**config.mk**
```make
export PLATFORM = sky130hd
export DESIGN_NAME = crc_checked_frame_receiver
export DESIGN_NICKNAME = d
export VERILOG_FILES = /design/src/hdl/ccfr_pkg.sv /design/src/hdl/crc_checked_frame_receiver.sv
export VERILOG_INCLUDE_DIRS = /design/src /design/src/hdl
export SDC_FILE = /design/constraint.sdc
export NUM_CORES = 1
export LEC_CHECK = 0
export ABC_AREA = 1
export BUFFER_PORTS_ARGS = -buffer_cell sky130_fd_sc_hd__buf_2
export CAP_MARGIN = 20
export CELL_PAD_IN_SITES_DETAIL_PLACEMENT = 0
export CELL_PAD_IN_SITES_GLOBAL_PLACEMENT = 1
export CORE_UTILIZATION = 35
export DETAILED_ROUTE_END_ITERATION = 8
export GPL_TIMING_DRIVEN = 0
export PLACE_DENSITY_LB_ADDON = 0.1
export SLEW_MARGIN = 0
export SYNTH_ARGS = -nofsm -noshare
export SYNTH_HDL_FRONTEND = slang
export SYNTH_SLANG_ARGS = --single-unit
```
**constraint.sdc**
```tcl
create_clock -name i_clk -period 10.2 [get_ports i_clk]
set_clock_uncertainty 0.05 [all_clocks]
set_input_delay 1.02 -clock i_clk [delete_from_list [all_inputs] [get_ports i_clk]]
set_output_delay 1.02 -clock i_clk [all_outputs]
set_load 0.03 [all_outputs]
```
**src/hdl/crc_checked_frame_receiver_defines.svh**
```systemverilog
// Assertion macros shared by the frame receiver RTL.
`ifndef CRC_CHECKED_FRAME_RECEIVER_DEFINES_SVH
`define CRC_CHECKED_FRAME_RECEIVER_DEFINES_SVH

// Same-cycle implication, checked out of reset.
`define CCFR_ASSERT_NOW(lbl, ante, cons, msg) \
    lbl: assert property (@(posedge i_clk) disable iff (!i_rst_n) (ante) |-> (cons)) \
        else $error(msg);

// Next-cycle implication, checked out of reset.
`define CCFR_ASSERT_NEXT(lbl, ante, cons, msg) \
    lbl: assert property (@(posedge i_clk) disable iff (!i_rst_n) (ante) |=> (cons)) \
        else $error(msg);

`endif

```
**src/hdl/ccfr_pkg.sv**
```systemverilog
// Types, constants and the CRC byte update for the frame receiver.
`default_nettype none

package ccfr_pkg;

    localparam int unsigned MAX_FRAME_BYTES = 256;
    localparam int unsigned CNT_W           = $clog2(MAX_FRAME_BYTES + 1);
    localparam int unsigned FRAME_OVERHEAD  = 11;
    localparam int unsigned HEADER_BYTES    = 8;

    // Header byte positions
    localparam logic [CNT_W-1:0] POS_FIRST  = CNT_W'(0);
    localparam logic [CNT_W-1:0] POS_FUNC   = CNT_W'(3);
    localparam logic [CNT_W-1:0] POS_ADDR_H = CNT_W'(4);
    localparam logic [CNT_W-1:0] POS_ADDR_L = CNT_W'(5);
    localparam logic [CNT_W-1:0] POS_LEN_H  = CNT_W'(6);
    localparam logic [CNT_W-1:0] POS_LEN_L  = CNT_W'(7);

    localparam logic [7:0]  DEVICE_ERROR_FUNC = 8'h86;
    localparam logic [15:0] CRC_INIT          = 16'hFFFF;
    localparam logic [15:0] CRC_POLY          = 16'hA001;

    localparam int unsigned TDATA_W = 96;

    typedef enum logic [0:0] {
        KIND_BYTE  = 1'b0,
        KIND_CLEAR = 1'b1
    } t_in_kind;

    typedef enum logic [0:0] {
        RK_PAYLOAD = 1'b0,
        RK_VERDICT = 1'b1
    } t_res_kind;

    typedef enum logic [2:0] {
        ST_OK       = 3'd0,
        ST_BAD_HEAD = 3'd1,
        ST_TOO_LONG = 3'd2,
        ST_BAD_TAIL = 3'd3,
        ST_CRC_BAD  = 3'd4,
        ST_DEV_ERR  = 3'd5
    } t_status;

    typedef enum logic [0:0] {
        REG_HEAD = 1'b0,
        REG_TAIL = 1'b1
    } t_reg_idx;

    typedef struct packed {
        t_res_kind   result_kind;
        logic [15:0] carried_crc;
        logic [15:0] computed_crc;
        logic [15:0] data_length;
        logic [15:0] start_address;
        logic [7:0]  function_code;
        t_status     status;
        logic [7:0]  payload_index;
        logic [7:0]  payload_byte;
    } t_result;

    // CRC-16/MODBUS, reflected, one byte
    function automatic logic [15:0] crc16_update(input logic [15:0] crc, input logic [7:0] b);
        logic [15:0] c;
        c = crc ^ {8'h00, b};
        for (int i = 0; i < 8; i++) begin
            c = c[0] ? ((c >> 1) ^ CRC_POLY) : (c >> 1);
        end
        return c;
    endfunction

endpackage

`default_nettype wire

```
**src/hdl/crc_checked_frame_receiver.sv**
```systemverilog
// Byte-stream frame receiver: delimits frames, streams payload, reports a CRC-checked verdict.
// One received byte is taken per clock while the skid register is empty: the CRC byte update
// and the frame counter step are combinational between the state registers and the result
// register, and each result is registered in the output register or, on a stall, the skid.
// Results go through an output register backed by a one-entry skid register; the input
// stalls only while both hold results. A clear transaction empties the frame state and keeps
// head_value (0x0) and tail_value (0x4). Frames whose length field plus 11 exceeds
// MAX_FRAME_BYTES are rejected at the eighth byte.
`default_nettype none

module crc_checked_frame_receiver
    import ccfr_pkg::*;
(
    input  wire logic               i_clk,
    input  wire logic               i_rst_n,
    // stream in
    input  wire logic               s_axis_tvalid,
    output logic                    s_axis_tready,
    input  wire logic [7:0]         s_axis_tdata,   // [7:0] rx_byte
    input  wire logic               s_axis_tuser,   // [0] kind
    // stream out
    output logic                    m_axis_tvalid,
    input  wire logic               m_axis_tready,
    // [7:0] payload_byte, [15:8] payload_index, [18:16] status, [26:19] function_code,
    // [42:27] start_address, [58:43] data_length, [74:59] computed_crc,
    // [90:75] carried_crc, [95:91] zero
    output logic [TDATA_W-1:0]      m_axis_tdata,
    output logic                    m_axis_tuser,   // [0] result_kind
    // configuration
    input  wire logic               psel,
    input  wire logic               penable,
    input  wire logic               pwrite,
    input  wire logic [2:0]         paddr,
    input  wire logic [31:0]        pwdata,
    output logic [31:0]             prdata,
    output logic                    pready
);
    `include "crc_checked_frame_receiver_defines.svh"

    logic [7:0]       r_head, r_tail;
    logic             cfg_wr;
    t_reg_idx         cfg_idx;

    logic [CNT_W-1:0] r_byte_cnt, n_byte_cnt;
    logic [CNT_W-1:0] r_frame_len, n_frame_len;
    logic [7:0]       r_first_byte, n_first_byte;
    logic [7:0]       r_func, n_func;
    logic [15:0]      r_addr, n_addr;
    logic [15:0]      r_len, n_len;
    logic [15:0]      r_crc, n_crc;
    logic [7:0]       r_crc_hi, n_crc_hi;
    logic [7:0]       r_crc_lo, n_crc_lo;

    logic             in_acc;
    logic [7:0]       rx_b;
    logic [15:0]      crc_step;
    logic [16:0]      len_sum;
    logic [15:0]      rx_crc;
    logic [CNT_W-1:0] fl_m3, fl_m2;
    logic             do_clear;
    logic             res_vld;
    t_result          res;

    logic             r_out_vld, n_out_vld;
    logic             r_skid_vld, n_skid_vld;
    t_result          r_out, n_out;
    t_result          r_skid;
    logic             out_take;

    // ---------------- configuration port ----------------
    assign pready  = 1'b1;
    assign cfg_idx = t_reg_idx'(paddr[2]);
    assign cfg_wr  = psel & penable & pwrite & pready;

    always_ff @(posedge i_clk) begin
        if (!i_rst_n) begin
            r_head <= '0;
            r_tail <= '0;
        end else if (cfg_wr) begin
            case (cfg_idx)
                REG_HEAD: r_head <= pwdata[7:0];
                REG_TAIL: r_tail <= pwdata[7:0];
                default:  ;
            endcase
        end
    end

    always_comb begin
        case (cfg_idx)
            REG_HEAD: prdata = {24'h0, r_head};
            REG_TAIL: prdata = {24'h0, r_tail};
            default:  prdata = '0;
        endcase
    end

    // ---------------- frame state ----------------
    assign s_axis_tready = ~r_skid_vld;
    assign in_acc        = s_axis_tvalid & s_axis_tready;
    assign rx_b          = s_axis_tdata;
    assign crc_step      = crc16_update(r_crc, rx_b);
    assign fl_m3         = r_frame_len - CNT_W'(3);
    assign fl_m2         = r_frame_len - CNT_W'(2);
    assign rx_crc        = {r_crc_hi, r_crc_lo};

    always_comb begin
        n_byte_cnt   = r_byte_cnt;
        n_frame_len  = r_frame_len;
        n_first_byte = r_first_byte;
        n_func       = r_func;
        n_addr       = r_addr;
        n_len        = r_len;
        n_crc        = r_crc;
        n_crc_hi     = r_crc_hi;
        n_crc_lo     = r_crc_lo;
        do_clear     = 1'b0;
        res_vld      = 1'b0;
        res          = '0;
        len_sum      = '0;

        if (in_acc) begin
            if (t_in_kind'(s_axis_tuser) == KIND_CLEAR) begin
                do_clear = 1'b1;
            end else if (r_frame_len == '0) begin
                // header phase
                case (r_byte_cnt)
                    POS_FIRST:  n_first_byte = rx_b;
                    POS_FUNC:   n_func       = rx_b;
                    POS_ADDR_H: n_addr       = {rx_b, r_addr[7:0]};
                    POS_ADDR_L: n_addr       = {r_addr[15:8], rx_b};
                    POS_LEN_H:  n_len        = {rx_b, r_len[7:0]};
                    POS_LEN_L:  n_len        = {r_len[15:8], rx_b};
                    default:    ;
                endcase
                n_crc      = crc_step;
                n_byte_cnt = r_byte_cnt + CNT_W'(1);
                len_sum    = {1'b0, n_len} + 17'(FRAME_OVERHEAD);
                res.function_code = n_func;
                res.start_address = n_addr;
                res.data_length   = n_len;
                res.computed_crc  = n_crc;
                res.result_kind   = RK_VERDICT;
                if (r_byte_cnt == POS_LEN_L) begin
                    if (r_first_byte != r_head) begin
                        res_vld    = 1'b1;
                        res.status = ST_BAD_HEAD;
                        do_clear   = 1'b1;
                    end else if (len_sum > 17'(MAX_FRAME_BYTES)) begin
                        res_vld    = 1'b1;
                        res.status = ST_TOO_LONG;
                        do_clear   = 1'b1;
                    end else begin
                        n_frame_len = len_sum[CNT_W-1:0];
                    end
                end
            end else begin
                n_byte_cnt        = r_byte_cnt + CNT_W'(1);
                res.function_code = r_func;
                res.start_address = r_addr;
                res.data_length   = r_len;
                if (r_byte_cnt < fl_m3) begin
                    n_crc             = crc_step;
                    res_vld           = 1'b1;
                    res.result_kind   = RK_PAYLOAD;
                    res.payload_byte  = rx_b;
                    res.payload_index = 8'(r_byte_cnt - CNT_W'(HEADER_BYTES));
                end else if (r_byte_cnt == fl_m3) begin
                    n_crc_hi = rx_b;
                end else if (r_byte_cnt == fl_m2) begin
                    n_crc_lo = rx_b;
                end else begin
                    // tail byte: tail, then CRC, then device error
                    res_vld          = 1'b1;
                    res.result_kind  = RK_VERDICT;
                    res.computed_crc = r_crc;
                    res.carried_crc  = rx_crc;
                    if (rx_b != r_tail)
                        res.status = ST_BAD_TAIL;
                    else if (r_crc != rx_crc)
                        res.status = ST_CRC_BAD;
                    else if (r_func == DEVICE_ERROR_FUNC)
                        res.status = ST_DEV_ERR;
                    else
                        res.status = ST_OK;
                    do_clear = 1'b1;
                end
            end
        end

        if (do_clear) begin
            n_byte_cnt   = '0;
            n_frame_len  = '0;
            n_first_byte = '0;
            n_func       = '0;
            n_addr       = '0;
            n_len        = '0;
            n_crc        = CRC_INIT;
            n_crc_hi     = '0;
            n_crc_lo     = '0;
        end
    end

    always_ff @(posedge i_clk) begin
        if (!i_rst_n) begin
            r_byte_cnt   <= '0;
            r_frame_len  <= '0;
            r_first_byte <= '0;
            r_func       <= '0;
            r_addr       <= '0;
            r_len        <= '0;
            r_crc        <= CRC_INIT;
            r_crc_hi     <= '0;
            r_crc_lo     <= '0;
        end else begin
            r_byte_cnt   <= n_byte_cnt;
            r_frame_len  <= n_frame_len;
            r_first_byte <= n_first_byte;
            r_func       <= n_func;
            r_addr       <= n_addr;
            r_len        <= n_len;
            r_crc        <= n_crc;
            r_crc_hi     <= n_crc_hi;
            r_crc_lo     <= n_crc_lo;
        end
    end

    // ---------------- output register + skid ----------------
    assign out_take = r_out_vld & m_axis_tready;

    always_comb begin
        n_out_vld  = r_out_vld;
        n_skid_vld = r_skid_vld;
        n_out      = r_out;
        if (!r_out_vld || out_take) begin
            if (r_skid_vld) begin
                n_out      = r_skid;
                n_out_vld  = 1'b1;
                n_skid_vld = 1'b0;
            end else begin
                n_out     = res;
                n_out_vld = res_vld;
            end
        end else if (res_vld) begin
            n_skid_vld = 1'b1;
        end
    end

    always_ff @(posedge i_clk) begin
        if (!i_rst_n) begin
            r_out_vld  <= 1'b0;
            r_skid_vld <= 1'b0;
        end else begin
            r_out_vld  <= n_out_vld;
            r_skid_vld <= n_skid_vld;
        end
    end

    always_ff @(posedge i_clk) begin
        r_out <= n_out;
        if (r_out_vld && !out_take && res_vld)
            r_skid <= res;
    end

    assign m_axis_tvalid = r_out_vld;
    assign m_axis_tuser  = r_out.result_kind;
    assign m_axis_tdata  = {5'b0, r_out.carried_crc, r_out.computed_crc, r_out.data_length,
                            r_out.start_address, r_out.function_code, r_out.status,
                            r_out.payload_index, r_out.payload_byte};

    // ---------------- assertions ----------------
    `CCFR_ASSERT_NOW(a_skid_behind_out, r_skid_vld, r_out_vld, "skid holds data while output empty")
    `CCFR_ASSERT_NOW(a_frame_len_range, r_frame_len != '0,
        (r_frame_len >= CNT_W'(FRAME_OVERHEAD)) &&
        ({1'b0, r_frame_len} <= (CNT_W+1)'(MAX_FRAME_BYTES)),
        "frame length out of range")
    `CCFR_ASSERT_NOW(a_cnt_in_frame, r_frame_len != '0, r_byte_cnt < r_frame_len,
        "byte count ran past frame end")
    `CCFR_ASSERT_NOW(a_cnt_in_header, r_frame_len == '0, r_byte_cnt < CNT_W'(HEADER_BYTES),
        "header phase ran past eighth byte")
    `CCFR_ASSERT_NEXT(a_clear_empties, in_acc && (t_in_kind'(s_axis_tuser) == KIND_CLEAR),
        (r_byte_cnt == '0) && (r_frame_len == '0) && (r_crc == CRC_INIT),
        "clear did not empty the receiver")

endmodule

`default_nettype wire

```
== Word level (Yosys, flattened, before mapping) ==
Index checks and enable logic that the tools add are counted.
Operators by class
  add/subtract/negate cells: 5
  magnitude comparators: 2
  equality and inequality tests: 11
  muxes and demuxes: 52
  bitwise logic cells: 22
  reduce and logical (&&, ||, !) cells: 19
Operators by type and width (number)
  92-bit 2-to-1 mux: 3
  16-bit 2-to-1 mux: 16
  33-bit 2-to-1 mux: 2
  16-bit one-hot mux with 2 select lines: 2
  32-bit one-hot mux with 2 select lines: 1
  59-bit 2-to-1 mux: 1
  9-bit by 3-bit equality test with 1-bit output, second input constant: 4
  32-bit 2-to-1 mux: 1
  2-bit inverter with 3-bit output: 8
  9-bit equality test: 2
  9-bit logical NOT: 2
  3-bit 2-to-1 mux: 6
  9-bit by 2-bit subtractor with 9-bit output, second input constant: 2
  16-bit by 4-bit adder with 17-bit output, second input constant: 1
  17-bit by 9-bit greater-than comparator with 1-bit output, second input constant: 1
  1-bit 2-to-1 mux: 16
  16-bit inequality test: 1
  8-bit inequality test: 2
  16-bit by 8-bit bitwise XOR with 16-bit output: 1
  6-bit AND reduction: 2
  9-bit by 1-bit adder with 9-bit output, second input constant: 1
  9-bit by 2-bit equality test with 1-bit output, second input constant: 1
  9-bit less-than comparator: 1
  1-bit inverter: 9
  other kinds (14): 25
Word-level totals
  flip-flop bits (word level): 300
  output and inout port bits: 132

== Logic depth before layout (Yosys ltp) ==
Gate-level depths: netlist of run 1.
  depth after elaboration: 21
  mapped depth: 27

== Worst setup path after synthesis of run 1 ==
OpenSTA, ideal clock, no wires.
  path kind: input to register
  start point: input port m_axis_tready
  end point: register r_skid[0] (netlist name), enable pin
  arrival: 7140 ps
  data required time: 9577 ps
  slack: 2437 ps
  stages: 3
  path through: nor2_1 inv_1 a21oi_1
On the way
  longest elaborated chain between the ends: 4
RTL lines
  start: declaration: line crc_checked_frame_receiver.sv:23  | input wire logic m_axis_tready,
  1-bit bitwise AND: line crc_checked_frame_receiver.sv:227  | assign out_take = r_out_vld & m_axis_tready;
  1-bit logical NOT: line crc_checked_frame_receiver.sv:259  | if (r_out_vld && !out_take && res_vld)
  1-bit logical AND (2 in a row): line crc_checked_frame_receiver.sv:259
  end signal: assignment: line crc_checked_frame_receiver.sv:260  | r_skid <= res;
  end: declaration: line crc_checked_frame_receiver.sv:67  | t_result r_skid;
No other way between the ends.
A chain may end at the register's enable or synchronous reset.

== Final worst setup path of run 1 ==
  start point: register r_byte_cnt[0]
  end point: register r_skid[25] (netlist name), enable pin
On the way
  longest elaborated chain between the ends: 14
  elaborated cells on any way between the ends: 21
RTL lines
  start: declaration: line crc_checked_frame_receiver.sv:44  | logic [CNT_W-1:0] r_byte_cnt, n_byte_cnt;
  start signal: assignment: line crc_checked_frame_receiver.sv:214  | r_byte_cnt <= n_byte_cnt;
  9-bit by 3-bit equality test with 1-bit output (on tied branches): line crc_checked_frame_receiver.sv:125, crc_checked_frame_receiver.sv:142
  16-bit one-hot mux with 2 select lines: line crc_checked_frame_receiver.sv:125  | case (r_byte_cnt)
  16-bit 2-to-1 mux: line crc_checked_frame_receiver.sv:123  | end else if (r_frame_len == '0) begin
  16-bit 2-to-1 mux: line crc_checked_frame_receiver.sv:121  | if (t_in_kind'(s_axis_tuser) == KIND_CLEAR) begin
  16-bit 2-to-1 mux: line crc_checked_frame_receiver.sv:120  | if (in_acc) begin
  16-bit by 4-bit adder with 17-bit output: line crc_checked_frame_receiver.sv:136  | len_sum = {1'b0, n_len} + 17'(FRAME_OVERHEAD);
  17-bit by 9-bit greater-than comparator with 1-bit output: line crc_checked_frame_receiver.sv:147  | end else if (len_sum > 17'(MAX_FRAME_BYTES)) begin
  1-bit 2-to-1 mux: line crc_checked_frame_receiver.sv:147
  1-bit 2-to-1 mux: line crc_checked_frame_receiver.sv:143  | if (r_first_byte != r_head) begin
  1-bit 2-to-1 mux: line crc_checked_frame_receiver.sv:142  | if (r_byte_cnt == POS_LEN_L) begin
  1-bit 2-to-1 mux (*): line crc_checked_frame_receiver.sv:123
  1-bit 2-to-1 mux (*): line crc_checked_frame_receiver.sv:121
  1-bit 2-to-1 mux (*): line crc_checked_frame_receiver.sv:120
  1-bit logical AND (*): line crc_checked_frame_receiver.sv:259
Mark *: on every way between the ends. The rest lies on a longest branch, timed or not. The select of a mux whose other input is x is not followed.

==> flow_metrics.env, run 1 <==
export IMPL_endpoint_kind="flop"
export IMPL_final_cell_mix="nand2_1 (323), nor2_1 (196), edfxtp_1 (184)"
export IMPL_hold_buffers=0
export IMPL_synthSimpleGateAreaFrac=0.2006
export IMPL_r2r_end="r_skid[25]"
export IMPL_die_w_um=205.2
export IMPL_antenna_found_initial=1
export IMPL_criticalPathCategory="flop to flop"
export IMPL_avgSynthCellArea_um2=8.846
export IMPL_drtAntennaViolNets=0
export IMPL_hp_class="flop to flop"
export IMPL_final_common_cell="nand2_1"
export IMPL_crit_arrival_ns=4.49
export IMPL_dp_cells=2322
export IMPL_port_buffer_count=121
export IMPL_period_needed_ns=4.322
export IMPL_synth_top_family_by_area="simple AND/OR/NAND/NOR gates"
export IMPL_cp_start_kind="flop"
export IMPL_io_pins=183
export IMPL_rsz0062_at_grt="no"
export IMPL_die_area_um2=42120
export IMPL_grt_use_total=0.1984
export IMPL_fin_nets=1899
export IMPL_critPathMaxFanout=29
export IMPL_core_area_um2=40740
export IMPL_cts_resized=0
export IMPL_insertion_delay_ns=0.55
export IMPL_viasPerCell=4.714
export IMPL_clk_pin_slew_ns=0.06
export IMPL_peakVddDrop_mv=0.09613
export IMPL_first_pass_iters=5
export IMPL_crit_path_end="r_skid[25]"
export IMPL_synth_flop_cell="edfxtp_1"
export IMPL_cap_violations=0
export IMPL_r2r_cells=25
export IMPL_cts_tree="done"
export IMPL_wl_per_cell_um=17.30
export IMPL_synth_xor_area_share=0.04060
export IMPL_slew_headroom=0.3372
export IMPL_gp_congestion=0.8811
export IMPL_synth_edf_count=184
export IMPL_worst_slew_pin_slew_ns=0.9852
export IMPL_numCtsBuffers=35
export IMPL_rrSetupSlack_ns=5.88
export IMPL_num_antenna_cells=0
export IMPL_globalRouteOverflowTotal=0
export IMPL_p_per_area_nw_per_um2=161.6
export IMPL_placed_area_um2=15980
export IMPL_htree_levels=2
export IMPL_status="finished, final reports clean"
export IMPL_cp_required_ns=10.37
export IMPL_synth_top_area_cell="edfxtp_1"
export IMPL_drv_slew=0
export IMPL_crit_start="r_byte_cnt[0]"
export IMPL_fillerInstances=4145
export IMPL_hpwl_um=30110
export IMPL_yosysSeqAreaShare=0.5429
export IMPL_num_rows=74
export IMPL_first_iter_violations=667
export IMPL_clockBufferDepth=3
export IMPL_die_y_um=205.2
export IMPL_synth_cells=1634
export IMPL_wl_um=41270
export IMPL_root_buffer="clkbuf_16"
export IMPL_synth_compound_area_frac=0.1046
export IMPL_synth_area_leaders="edfxtp_1 (38%), dfxtp_1 (16%), nand2_1 (8.4%)"
export IMPL_synth_seq_cells=300
export IMPL_stdcell_count=2385
export IMPL_hold_viol=0
export IMPL_ys_types=44
export IMPL_yosysTopAreaCellShare=0.3822
export IMPL_yosysWarnings=0
export IMPL_grt_max_degree=53
export IMPL_first_global_vias=10603
export IMPL_vias=11244
export IMPL_finalSetupViolations=0
export IMPL_clock_sinks=300
export IMPL_route_detailed_drc=0
export IMPL_async_flop_share=0
export IMPL_grt_pass1_wl_um=62620
export IMPL_synthMuxAreaShare=0.004155
export IMPL_final_cell_area_um2=17160
export IMPL_floorplan_initialDensity=0.3548
export IMPL_cts_setup_buffers=0
export IMPL_netlist_area_um2=14460
export IMPL_r2r_start="r_byte_cnt[0]"
export IMPL_fin_hold_ws_ns=0.4391
export IMPL_fmax_mhz=231.4
export IMPL_area_growth_pct=18.68
export IMPL_synthAdderAreaFrac=0.01818
export IMPL_drive_above_1_share=0.1614
export IMPL_finalCritPeriodShare=0.4237
export IMPL_leakage_uw=0.007813
==> synth_stat cells (10+ instances only) <==
master / n
buf_4: 30
a21o_1: 23
o21a_1: 11
nand3_1: 57
nor2_1: 196
inv_1: 182
a21oi_1: 78
o21ai_0: 135
nand4_1: 27
o22ai_1: 13
dfxtp_1: 116
xnor2_1: 32
nand2_1: 323
xor2_1: 35
edfxtp_1: 184
ha_1: 21
nor2_2: 29
clkbuf_1: 49
buf_6: 10
or2_2: 15
==> routing by layer <==
layer	wire length (um)	share of wire	GRT usage	vias up
li1	-	-	-	5685
met1	19420	0.47	0.2692	5274
met2	19080	0.46	0.3222	229
met3	1687	0.041	0.03247	56
met4	1082	0.026	0.06296	0
met5	0	0	0	-
==> sequential cells by signal (all words and copies together) (netlist names), 9 cells and up <==
signal	count
m_axis_tdata	91
r_addr	16
r_byte_cnt	9
r_crc	16
r_frame_len	9
r_len	16
r_skid	92
==> report_power, final <==
group          total, uW  switching (uW)  internal (uW)
logic                186             131           54.8
registers           1300            9.68           1290
clock network       1290             505            781
==> logic make-up after synthesis <==
group,after synthesis
AND/OR/NAND/NOR,675
flip-flops,300
buffers and inverters,289
AO/OA/AOI/OAI,274
XOR/XNOR,67
adder cells (fa/ha/maj),21
multiplexers,6
other,2
==> cell type report <==
| cell class | instances | area [um2] | area share |
|---|---|---|---|
| Multi-Input combinational cell | 1073 | 5445 | 0.3174 |
| Clock buffer | 49 | 989.7 | 0.05769 |
| Buffer | 95 | 549.3 | 0.03202 |
| Timing Repair Buffer | 128 | 744.5 | 0.04340 |
| Tap cell | 532 | 665.6 | 0.03880 |
| Sequential cell | 300 | 7848 | 0.4574 |
| Clock inverter | 14 | 181.4 | 0.01058 |
| Inverter | 194 | 732.0 | 0.04267 |
==> through the flow <==
| stage | total power (uW) | utilization | setup WS, ns | setup TNS, ns |
|---|---|---|---|---|
| floorplan | 1451 | - | 2.437 | 0 |
| global placement | 1512 | 0.3886 | -1.763 | -161.78 |
| detailed placement | 1512 | 0.3924 | 5.498 | 0 |
| CTS | 2813 | 0.4211 | 5.833 | 0 |
| global route | 2869 | 0.4211 | 5.552 | 0 |
| finish | 2772 | 0.4211 | 5.878 | 0 |
==> how the worst min path moves through the flow <==
stage               startpoint         to  slack (ns)  cells after the start
floorplan            r_head[0]  r_head[0]        0.41                      2
global placement     r_head[5]  r_head[5]        0.43                      2
detailed placement   r_head[6]  r_head[6]        0.44                      2
CTS                  r_head[6]  r_head[6]        0.45                      2
global route         r_head[1]  r_head[1]        0.47                      2
finish               r_head[1]  r_head[1]        0.44                      2
==> critical path, cell delays in order (launching register included) <==
cell and delay [ns]:
dfxtp_1 0.32, inv_1 0.24, ha_1 0.24, inv_1 0.05, nor2_1 0.08, nand2_1 0.07, nand3_2 0.18, nand2_1 0.07
nand2_1 0.15, inv_1 0.12, ha_1 0.21, inv_1 0.05, nand2_1 0.09, nand2_2 0.11, nand3_2 0.10, inv_2 0.11
nand2_1 0.05, nand2_1 0.09, nor2_1 0.06, nand2_1 0.06, nand2_1 0.06, nand4_1 0.18, nand2_1 0.17, a21oi_4 0.61
buf_16 0.25, buf_12 0.21
Note: power is estimated with default switching activity, not from simulation.
==> run 2: changes to the inputs <==
- clock period: 10.2 -> 3.7 ns (I/O delays scaled with it)
==> run 2 against run 1 <==
Design area is 2.1% higher. Highest routed layer unchanged. Setup slack got worse by 5.7 ns. Critical path depth stayed put. Count of clock-buffer cells in the layout rose by 4. Via count grew 1.3%. Critical endpoint is now r_skid[40]. Non-clock buffer count grew 19. Sequential power rose to 2.8 times the previous value. Wire length grew 2.0%.
==> flow_metrics.env, run 2 (synthesis gave the netlist of run 1 again) <==
export IMPL_hp_class="primary input to flop"
export IMPL_die_area_um2=42120
export IMPL_floorplan_initialDensity=0.3548
export IMPL_dpl_worst_slack_ns=-0.2824
export IMPL_die_y_um=205.2
export IMPL_finalCritPeriodShare=0.9496
export IMPL_first_global_vias=10687
export IMPL_leakage_uw=0.007959
export IMPL_grt_pass1_wl_um=63830
export IMPL_fin_total_pwr_uw=7645
export IMPL_grt_max_degree=43
export IMPL_cp_num_buf_inv=7
export IMPL_cap_violations=0
export IMPL_endpoint_kind="flop"
export IMPL_grt_use_total=0.2024
export IMPL_criticalPathCategory="flop to flop"
export IMPL_slew_headroom=0.2792
export IMPL_final_cell_mix="nand2_1 (320), nor2_1 (192), edfxtp_1 (184)"
export IMPL_first_iter_violations=705
export IMPL_p_per_area_nw_per_um2=436.6
export IMPL_multiInputGateArea_um2=5519
export IMPL_die_w_um=205.2
export IMPL_worst_slew_pin_slew_ns=1.071
export IMPL_num_antenna_cells=0
export IMPL_hold_viol=0
export IMPL_setup_ws_ns=0.1867
export IMPL_regArea_um2=7864
export IMPL_wl_per_cell_um=17.50
export IMPL_cp_required_ns=3.90
export IMPL_vias=11390
export IMPL_antenna_found_initial=0
export IMPL_cp_top_family="simple AND/OR/NAND/NOR gates"
export IMPL_clockBufferDepth=3
export IMPL_cts_tree="done"
export IMPL_fin_nets=1919
export IMPL_port_buffer_count=121
export IMPL_globalRouteOverflowTotal=0
export IMPL_cp_start_kind="flop"
export IMPL_route_detailed_drc=0
export IMPL_critPathMostFrequentCell="nand2_1"
export IMPL_fillerInstances=4133
export IMPL_num_rows=74
export IMPL_wl_um=42110
export IMPL_final_common_cell="nand2_1"
export IMPL_io_pins=183
export IMPL_use_met1=0.2798
export IMPL_peakVddDrop_mv=0.2454
export IMPL_largest_register_ffs=92
export IMPL_core_area_um2=40740
export IMPL_grt_met3_usage=0.03468
export IMPL_area_growth_pct=21.13
export IMPL_hpwl_um=30180
export IMPL_fmax_mhz=284.6
export IMPL_first_pass_iters=5
export IMPL_critPathMaxFanout=15
export IMPL_clock_sinks=300
export IMPL_crit_arrival_ns=3.71
export IMPL_cp_slowest_stage_delay_ns=0.38
export IMPL_numCtsBuffers=36
export IMPL_drive_above_1_share=0.1857
export IMPL_drtAntennaViolNets=0
export IMPL_top_usage_layer="met2"
export IMPL_viasPerCell=4.734
export IMPL_status="finished, final reports clean"
export IMPL_clk_pin_slew_ns=0.06
export IMPL_drv_slew=0
export IMPL_insertion_delay_ns=0.55
export IMPL_finalSetupViolations=0
export IMPL_top_register="r_skid"
export IMPL_gp_congestion=0.8865
export IMPL_htree_levels=2
export IMPL_root_buffer="clkbuf_16"
export IMPL_gr_usage_met2=0.3234
export IMPL_hold_buffers=0
export IMPL_cpMaxStageDelayCell="dfxtp_4"
export IMPL_period_needed_ns=3.513
-- run 2: worst paths after layout --
check | slack, ns | start | cells past startpoint | end
hold reg to reg | 0.44 | r_head[6] | 2 | r_head[6]
hold / removal | 0.04 | pwdata[0] | 3 | r_tail[0]
setup reg to reg | 0.19 | r_byte_cnt[0] | 25 | r_skid[40]
setup / recovery | 0.19 | r_byte_cnt[0] | 25 | r_skid[40]
-- run 2: worst min-delay path, cell delays in order --
cell	delay, ns
buf_2	0.08
o21ai_0	0.07
nor2_1	0.07
-- run 2: timing repair --
action,in CTS,in global routing
gates resized for setup,13,38
gates cloned,1,1
buffers inserted,3,15
pin swaps,1,10
setup endpoints to repair,103,214
-- run 2: through the flow --
stage	util	instance area, um2	std cells	hold slack, ns	TNS [ns]
floorplan	-	14590	1662	0.4058	-139.12
global placement	0.3892	15860	2315	0.4334	-348.89
detailed placement	0.3929	16010	2323	0.4372	-15.82
CTS	0.4242	17280	2392	0.01069	-0.0002185
global route	0.4298	17510	2406	0.05351	-0.09260
finish	0.4298	17510	2406	0.03545	0
-- run 2: power breakdown --
| group | total, uW | internal [uW] | leakage (uW) | switching, uW |
|---|---|---|---|---|
| Sequential | 3580 | 3560 | 0.00307 | 27.9 |
| Combinational | 522 | 154 | 0.00433 | 369 |
| Clock | 3540 | 2120 | 0.000567 | 1420 |
-- run 2: final cells by class --
cell class | count | area share
multi-input combinational | 1073 | 0.3152
clock inverter | 12 | 0.008218
buffer | 93 | 0.03201
clock buffer | 53 | 0.05802
inverter | 194 | 0.04266
sequential | 300 | 0.4491
timing repair buffer | 149 | 0.05674
tap | 532 | 0.03802
-- run 2: layer usage --
layer	part of all wire	up-vias	wire, um
li1	-	5714	-
met1	0.47	5390	19900
met2	0.46	236	19370
met3	0.044	50	1859
met4	0.023	0	973
met5	0	-	0
